--- config.mk ---
export PLATFORM = sky130hd
export DESIGN_NAME = rgb_box_downsample_2x2
export DESIGN_NICKNAME = d
export VERILOG_FILES = /design/src/rtl/core/rbd_pkg.sv /design/src/rtl/core/rbd_ram.sv /design/src/rtl/core/rbd_position.sv /design/src/rtl/core/rgb_box_downsample_2x2.sv
export SDC_FILE = /design/constraint.sdc
export NUM_CORES = 2
export LEC_CHECK = 0
export BUFFER_PORTS_ARGS = -buffer_cell sky130_fd_sc_hd__buf_2
export CAP_MARGIN = 20
export CORE_MARGIN = 4
export CORE_UTILIZATION = 57
export CTS_CLUSTER_SIZE = 40
export DETAILED_ROUTE_END_ITERATION = 16
export GPL_TIMING_DRIVEN = 0
export PLACE_DENSITY_LB_ADDON = 0.1
export REMOVE_ABC_BUFFERS = 1
export SLEW_MARGIN = 20
export SYNTH_ARGS = -nofsm -noshare
export SYNTH_HDL_FRONTEND = slang
export SYNTH_SLANG_ARGS = --single-unit
--- constraint.sdc ---
create_clock -name clk -period 5.5 [get_ports clk]
set_input_delay 0.55 -clock clk [delete_from_list [all_inputs] [get_ports clk]]
set_output_delay 0.55 -clock clk [all_outputs]
set_load 0.005 [all_outputs]
--- src/rtl/core/rbd_pkg.sv ---
// Shared types and constants for the 2x2 RGB box downsampler.
// Used by rbd_position and rgb_box_downsample_2x2; depends on nothing else.
package rbd_pkg;

	localparam int CHAN_W         = 8;
	localparam int SUM_W          = 9;
	localparam int SRC_WIDTH_W    = 9;
	localparam int SRC_HEIGHT_W   = 13;
	localparam int ROW_W          = 12;
	localparam int CFG_DATA_W     = 13;
	localparam int DEF_MAX_WIDTH  = 256;
	localparam int HEIGHT_LIMIT   = 4096;
	localparam int WIDTH_RESET    = 256;
	localparam int HEIGHT_RESET   = 256;

	// Configuration register indexes.
	localparam bit REG_SOURCE_WIDTH  = 1'b0;
	localparam bit REG_SOURCE_HEIGHT = 1'b1;

	// Horizontal pair sums, one 9-bit field per channel.
	typedef struct packed {
		logic [SUM_W-1:0] blue;
		logic [SUM_W-1:0] green;
		logic [SUM_W-1:0] red;
	} rgb_sum_t;

	// Decode of the current source position, handed from the position tracker.
	typedef struct packed {
		logic even_col;   // load the pair accumulator
		logic store_pair; // write the pair sum into the line store
		logic emit;       // a result is produced by this pixel
		logic row_end;
		logic image_end;
	} pos_ctl_t;

endpackage

--- src/rtl/core/rbd_ram.sv ---
// Generic simple dual-port RAM with one write port and a registered read port.
// Stand-alone; no package dependency.
module rbd_ram #(
	parameter int WIDTH = 27,
	parameter int DEPTH = 128
) (
	input  logic                                   clk,
	input  logic                                   wr_en,
	input  logic [(DEPTH > 1 ? $clog2(DEPTH) : 1)-1:0] wr_addr,
	input  logic [WIDTH-1:0]                       wr_data,
	input  logic                                   rd_en,
	input  logic [(DEPTH > 1 ? $clog2(DEPTH) : 1)-1:0] rd_addr,
	output logic [WIDTH-1:0]                       rd_data
);

	logic [WIDTH-1:0] mem_q [DEPTH];

	always_ff @(posedge clk) begin
		if (wr_en) begin
			mem_q[wr_addr] <= wr_data;
		end
		if (rd_en) begin
			rd_data <= mem_q[rd_addr];
		end
	end

endmodule

--- src/rtl/core/rbd_position.sv ---
// Configuration registers and source position tracking for the downsampler.
// Depends on rbd_pkg for field widths, register indexes and the control struct.
module rbd_position #(
	parameter int MAX_WIDTH = rbd_pkg::DEF_MAX_WIDTH
) (
	input  logic                                  clk,
	input  logic                                  arst_n,
	input  logic                                  cfg_write,
	input  logic                                  cfg_index,
	input  logic [rbd_pkg::CFG_DATA_W-1:0]        cfg_data,
	input  logic                                  advance,
	output rbd_pkg::pos_ctl_t                     ctl,
	output logic [(MAX_WIDTH / 2 > 1 ? $clog2(MAX_WIDTH / 2) : 1)-1:0] pair_addr
);

	localparam int LineDepth = MAX_WIDTH / 2;
	localparam int AddrW     = (LineDepth > 1) ? $clog2(LineDepth) : 1;
	localparam int ColW      = $clog2(MAX_WIDTH);
	localparam int EffW      = $clog2(MAX_WIDTH + 1);
	localparam int CmpW      = (EffW > rbd_pkg::SRC_WIDTH_W) ? EffW : rbd_pkg::SRC_WIDTH_W;
	localparam int HW        = rbd_pkg::SRC_HEIGHT_W;
	localparam int RW        = rbd_pkg::ROW_W;

	logic [rbd_pkg::SRC_WIDTH_W-1:0]  width_q;
	logic [rbd_pkg::SRC_HEIGHT_W-1:0] height_q;
	logic [ColW-1:0]                  col_q;
	logic [RW-1:0]                    row_q;

	logic [CmpW-1:0] width_ext;
	logic [EffW-1:0] eff_w;
	logic [EffW-1:0] half_w;
	logic [HW-1:0]   eff_h;
	logic [HW-1:0]   half_h;
	logic [ColW-1:0] pair;
	logic [EffW-1:0] pair_ext;
	logic [HW-1:0]   row_pair;
	logic            col_last;
	logic            row_last;
	logic            pair_ok;
	logic            row_ok;

	always_ff @(posedge clk or negedge arst_n) begin
		if (!arst_n) begin
			width_q  <= rbd_pkg::SRC_WIDTH_W'(rbd_pkg::WIDTH_RESET);
			height_q <= rbd_pkg::SRC_HEIGHT_W'(rbd_pkg::HEIGHT_RESET);
		end else if (cfg_write) begin
			case (cfg_index)
				rbd_pkg::REG_SOURCE_WIDTH: width_q <= cfg_data[rbd_pkg::SRC_WIDTH_W-1:0];
				rbd_pkg::REG_SOURCE_HEIGHT: height_q <= cfg_data;
				default: ;
			endcase
		end
	end

	// Saturate the registers to the supported image sizes.
	always_comb begin
		width_ext = CmpW'(width_q);
		if (width_ext < CmpW'(2)) begin
			eff_w = EffW'(2);
		end else if (width_ext > CmpW'(MAX_WIDTH)) begin
			eff_w = EffW'(MAX_WIDTH);
		end else begin
			eff_w = EffW'(width_ext);
		end
		if (height_q < HW'(2)) begin
			eff_h = HW'(2);
		end else if (height_q > HW'(rbd_pkg::HEIGHT_LIMIT)) begin
			eff_h = HW'(rbd_pkg::HEIGHT_LIMIT);
		end else begin
			eff_h = height_q;
		end
	end

	assign half_w   = eff_w >> 1;
	assign half_h   = eff_h >> 1;
	assign pair     = col_q >> 1;
	assign pair_ext = EffW'(pair);
	assign row_pair = HW'(row_q >> 1);
	assign col_last = (EffW'(col_q) + EffW'(1)) >= eff_w;
	assign row_last = (HW'(row_q) + HW'(1)) >= eff_h;
	assign pair_ok  = (pair_ext < half_w) && (pair < ColW'(LineDepth));
	assign row_ok   = row_pair < half_h;

	always_comb begin
		ctl.even_col   = !col_q[0];
		ctl.store_pair = col_q[0] && pair_ok && !row_q[0];
		ctl.emit       = col_q[0] && pair_ok && row_q[0] && row_ok;
		ctl.row_end    = (pair_ext + EffW'(1)) == half_w;
		ctl.image_end  = ctl.row_end && ((row_pair + HW'(1)) == half_h);
	end

	assign pair_addr = AddrW'(pair);

	always_ff @(posedge clk or negedge arst_n) begin
		if (!arst_n) begin
			col_q <= '0;
			row_q <= '0;
		end else if (advance) begin
			if (col_last) begin
				col_q <= '0;
				row_q <= row_last ? '0 : row_q + RW'(1);
			end else begin
				col_q <= col_q + ColW'(1);
			end
		end
	end

endmodule

--- src/rtl/core/rgb_box_downsample_2x2.sv ---
// Top level of the 2x2 RGB box downsampler (next mip level of an RGB8 image).
// Depends on rbd_pkg, rbd_position and rbd_ram.
// A result passes stage one and the output register after the transfer of the
// source pixel that completes its 2x2 block. Throughput: one source pixel per
// cycle unless in_stall, limited by the single line store read or write per transfer.
// Reset clears the position counters, the pipeline valids and sets both size
// registers to 256; the line store is not cleared and needs no clearing pass.
module rgb_box_downsample_2x2 #(
	parameter int MAX_WIDTH = rbd_pkg::DEF_MAX_WIDTH
) (
	input  logic                           clk,
	input  logic                           arst_n,
	input  logic                           cfg_write,
	input  logic                           cfg_index,
	input  logic [rbd_pkg::CFG_DATA_W-1:0] cfg_data,
	input  logic                           in_valid,
	output logic                           in_stall,
	input  logic [rbd_pkg::CHAN_W-1:0]     in_red,
	input  logic [rbd_pkg::CHAN_W-1:0]     in_green,
	input  logic [rbd_pkg::CHAN_W-1:0]     in_blue,
	output logic                           out_valid,
	input  logic                           out_stall,
	output logic [rbd_pkg::CHAN_W-1:0]     out_red,
	output logic [rbd_pkg::CHAN_W-1:0]     out_green,
	output logic [rbd_pkg::CHAN_W-1:0]     out_blue,
	output logic                           row_end,
	output logic                           image_end
);

	localparam int LineDepth = MAX_WIDTH / 2;
	localparam int AddrW     = (LineDepth > 1) ? $clog2(LineDepth) : 1;
	localparam int SumW      = rbd_pkg::SUM_W;
	localparam int SumBits   = $bits(rbd_pkg::rgb_sum_t);

	rbd_pkg::pos_ctl_t  ctl;
	logic [AddrW-1:0]   pair_addr;
	logic               in_accept;
	logic               out_free;
	logic               s1_move;

	rbd_pkg::rgb_sum_t  acc_q;
	rbd_pkg::rgb_sum_t  pair_sum;
	rbd_pkg::rgb_sum_t  above;
	logic [SumBits-1:0] above_raw;

	logic               valid_s1;
	rbd_pkg::rgb_sum_t  sum_s1;
	logic               row_end_s1;
	logic               image_end_s1;

	logic               out_valid_q;

	logic [SumW:0]      total_red;
	logic [SumW:0]      total_green;
	logic [SumW:0]      total_blue;

	// A new pixel is refused only while the first stage holds a result that
	// cannot move into the output register.
	assign out_free  = !out_valid_q || !out_stall;
	assign s1_move   = valid_s1 && out_free;
	assign in_stall  = valid_s1 && !out_free;
	assign in_accept = in_valid && !in_stall;

	rbd_position #(
		.MAX_WIDTH (MAX_WIDTH)
	) u_position (
		.clk       (clk),
		.arst_n    (arst_n),
		.cfg_write (cfg_write),
		.cfg_index (cfg_index),
		.cfg_data  (cfg_data),
		.advance   (in_accept),
		.ctl       (ctl),
		.pair_addr (pair_addr)
	);

	// Horizontal pair sum: the held even-column pixel plus the odd-column pixel
	// arriving now. Each channel fits in 9 bits without wrapping.
	always_comb begin
		pair_sum.red   = acc_q.red + SumW'(in_red);
		pair_sum.green = acc_q.green + SumW'(in_green);
		pair_sum.blue  = acc_q.blue + SumW'(in_blue);
	end

	always_ff @(posedge clk) begin
		if (in_accept && ctl.even_col) begin
			acc_q.red   <= SumW'(in_red);
			acc_q.green <= SumW'(in_green);
			acc_q.blue  <= SumW'(in_blue);
		end
	end

	// The line store keeps the pair sums of the last even row. An even row
	// writes the entry of its pair; the odd row below reads it back. The read
	// is only issued on a transfer, so the read data holds while stage one waits.
	rbd_ram #(
		.WIDTH (SumBits),
		.DEPTH (LineDepth)
	) u_line_store (
		.clk     (clk),
		.wr_en   (in_accept && ctl.store_pair),
		.wr_addr (pair_addr),
		.wr_data (pair_sum),
		.rd_en   (in_accept && ctl.emit),
		.rd_addr (pair_addr),
		.rd_data (above_raw)
	);

	assign above = rbd_pkg::rgb_sum_t'(above_raw);

	// Stage one carries the current pair sum alongside the line store read.
	always_ff @(posedge clk or negedge arst_n) begin
		if (!arst_n) begin
			valid_s1 <= 1'b0;
		end else if (in_accept) begin
			valid_s1 <= ctl.emit;
		end else if (s1_move) begin
			valid_s1 <= 1'b0;
		end
	end

	always_ff @(posedge clk) begin
		if (in_accept && ctl.emit) begin
			sum_s1       <= pair_sum;
			row_end_s1   <= ctl.row_end;
			image_end_s1 <= ctl.image_end;
		end
	end

	// Vertical sum of the two pair sums, then a truncating divide by four.
	assign total_red   = (SumW + 1)'(above.red) + (SumW + 1)'(sum_s1.red);
	assign total_green = (SumW + 1)'(above.green) + (SumW + 1)'(sum_s1.green);
	assign total_blue  = (SumW + 1)'(above.blue) + (SumW + 1)'(sum_s1.blue);

	// Output register: parts the input side from a stalled consumer.
	always_ff @(posedge clk or negedge arst_n) begin
		if (!arst_n) begin
			out_valid_q <= 1'b0;
		end else if (s1_move) begin
			out_valid_q <= 1'b1;
		end else if (!out_stall) begin
			out_valid_q <= 1'b0;
		end
	end

	always_ff @(posedge clk) begin
		if (s1_move) begin
			out_red   <= total_red[SumW:2];
			out_green <= total_green[SumW:2];
			out_blue  <= total_blue[SumW:2];
			row_end   <= row_end_s1;
			image_end <= image_end_s1;
		end
	end

	assign out_valid = out_valid_q;

endmodule
==> reports/metrics.csv <==
metric,value,unit
largest net degree at the start of global routing,89,
CP required,6.09,ns
power per cell area,525,nW/um2
Syn-to-layout area delta,18.3,%
relative slew slack,11.5,%
Worst Setup Path Type,reg2reg,
clk sinks,3606,
Peak VDD IR,0.452,mV
Pre-antenna DRT Iters,6,
Chip Width,505,um
WP data arrival,6.29,ns
CTS buffer count,375,
max cap viols,0,
status,finished with violations,
area of the multi-input gates,32000,um2
count of input and output buffers,70,
Post-DRT Antenna Nets,0,
DP Worst Slack,-1.05,ns
CTS tree,built,
cell taking the most area after synthesis,edfxtp_1,
Critical Path Sink Type,flip-flop,
vias after detailed routing,83400,
GR Overflow Total,0,
Ports,71,
FILL cells,15700,
final cell count without fillers,11800,
routability cong.,0.932,
initial antenna violation count,40,
Clk pwr share,28.0,%
"FF+latch count, synth",3606,
Detailed Place HPWL,310000,um
YS warnings,0,
Setup Viol. Count Final,10,
Hold Crit Class,in2reg,
worst skew pair latency,0.99,ns
Die Ht,505,um
area of the mapped netlist,141000,um2
DR iter-0 viols,14900,
vias per cell,7.08,
DR WL/cell,39.7,um
Net Sw Power,0.0306,W
Register Area,108000,um2
ys async rst share,1.22,%
Sw Share,35.0,%
Root Buffer,clkbuf_16,
vias in the first global route,78500,
number of flops mapped to enable cells by yosys,3562,
area of the core,246000,um2
CP Max Fanout,51,
Tcrit/Tclk final,104,%
die footprint,255000,um2
most frequent cell after synthesis,edfxtp_1,
Layout Skew,0.0715,ns
Final Hold Viols,0,
final worst setup slack,-0.203,ns
CTS max path bufs,4,
register area share after synthesis,76.6,%
DRC viols,0,
CTS H-tree lvls,5,
Inst Count DP,11000,
violated checks,setup timing,
first-pass GRT wire length,637000,um
Detailed Route WL,467000,um
Area contributors post-synth,"edfxtp_1, mux4_2, mux2i_1",
Max Clk Rate,0.175,GHz
post-synth cell types,78,
CP max-delay cell,nor4_2,
unrepaired setup endpoints after global routing,no,
Setup crit start kind,flip-flop,
fin. max-slew vios,0,
Yosys top cell area share,75.8,%
worst-margin pin slew,1.33,ns
logic gate share of total power,33.7,%
synthesized instance count,7654,
FP Rows,182,
Commonest cells post-synth,"edfxtp_1, nor2_1, a221oi_1",
Worst path max stage delay,0.90,ns
sequential share of power,38.3,%
post-layout util,67.8,%
layout cells sized above 1,22.7,%
total chip power,0.0876,W
"Avg Cell Area, Syn",18.4,um2
Crit path top cell by count,buf_16,
layout net count,8291,
GRT Total Usage,36.1,%
Synth Flop Type,edfxtp_1,
crit-path cells,"buf_12, buf_16, buf_16, buf_16, inv_8, buf_16, mux2i_1, o22ai_1, nor4_2, o2111ai_1",
Starting Density,57.3,%
Leakage,53.4,nW
post-route minimum period,5.70,ns
P_int,0.0570,W
clock slew at reported path FFs,0.07,ns
TNS Setup,-1.01,ns
-- area by class of cell --
cell class                 instances  share of cell area [%]
sequential                      3606                    64.8
multi-input combinational       3512                    19.2
timing repair buffer             612                    6.37
clock buffer                     445                    5.86
tap                             3312                    2.48
clock inverter                   213                    1.13
inverter                          46                   0.127
antenna                           30                  0.0450
-- worst paths after layout --
check                               startpoint                       to  slack [ns]  depth (start not counted)
setup / recovery           u_position.col_q[2]  u_line_store.rd_data[5]       -0.20                         10
hold / removal                       cfg_index  u_position.width_ext[8]        0.08                          4
setup reg to reg           u_position.col_q[2]  u_line_store.rd_data[5]       -0.20                         10
hold reg to reg                   image_end_s1                image_end        0.44                          0
max in group asynchronous               arst_n      u_position.col_q[6]        4.86                          2
min in group asynchronous               arst_n   u_position.height_q[9]        0.15                          2
-- per-stage QoR --
step                      cell area (um2)  hold slack [ns]
final                              167000           0.0820
after detailed placement           154000            0.428
after CTS                          167000           0.0237
after global placement             143000            0.405
after global routing               167000           0.0962
after floorplan                    139000            0.254
-- sequential cells by signal, indices dropped and copies added, names as in the netlist, 9 cells and up --
signal / count
acc_q: 24
u_line_store.rd_data: 27
u_position.width_ext: 9
u_position.height_q: 13
sum_s1: 27
u_line_store.mem_q: 3456
u_position.row_q: 12
-- critical path: cells and delay by family (launching register included) --
kind                   cells  cell delay, ns
multiplexers               1            0.77
AND/OR/NAND/NOR            1            0.90
buffers and inverters      6            1.74
AO/OA/AOI/OAI              2            0.91
flip-flops                 1            0.61
-- layout by cell type (no fill, tap or decap), drive strengths merged, types with 35 or more instances in the layout --
| cell | n |
|---|---|
| buf | 569 |
| nor2 | 425 |
| clkbuf | 447 |
| nand3 | 38 |
| nand2 | 281 |
| ha | 92 |
| a221o | 41 |
| nor3 | 35 |
| clkinv | 161 |
| a21oi | 207 |
| mux2 | 220 |
| xnor2 | 45 |
| a221oi | 398 |
| dlygate4sd3 | 40 |
| inv | 49 |
| o22ai | 159 |
| dfrtp | 42 |
| o21ai | 242 |
| nand4 | 38 |
| a22o | 68 |
| mux4 | 336 |
| edfxtp | 3562 |
| a22oi | 147 |
| mux2i | 371 |
-- cell families after synthesis --
family                     count (synthesis)  synth area share [%]
AOI/OAI and AO/OA                       1504                  7.66
xor gates and xnor gates                  70                 0.435
adders and majority gates                 95                 0.859
buffers and inverters                    536                  1.91
DFF                                     3606                  76.6
muxes                                    927                  9.75
and+or+nand+nor                          916                  2.77
-- layer usage --
| layer | up-vias | share of wire, % | track usage, % |
|---|---|---|---|
| li1 | 32600 | - | - |
| met3 | 1145 | 14 | 11.0 |
| met5 | - | 0.031 | 0 |
| met1 | 43000 | 36 | 50.3 |
| met4 | 16 | 6.4 | 19.3 |
| met2 | 6566 | 43 | 51.5 |
-- power groups by stage --
| stage | Clock [W] | Combinational [W] | Sequential [W] |
|---|---|---|---|
| after floorplan | 0 | 0.00981 | 0.0352 |
| after global placement | 0 | 0.0133 | 0.0363 |
| after detailed placement | 0 | 0.0282 | 0.0342 |
| after CTS | 0.0246 | 0.0285 | 0.0336 |
| after global routing | 0.0258 | 0.0299 | 0.0336 |
| final | 0.0245 | 0.0295 | 0.0336 |
-- what timing repair did --
item                                    in CTS  in global routing
pin swaps                                    2                  0
endpoints found under the hold margin       93                  0
resized for setup                           16                  6
cloned                                       0                  1
setup buffers                                6                  2
hold buffers                                40                  0
endpoints found under the setup margin     169                 10
No activity file was read; power rests on OpenSTA's default activity.
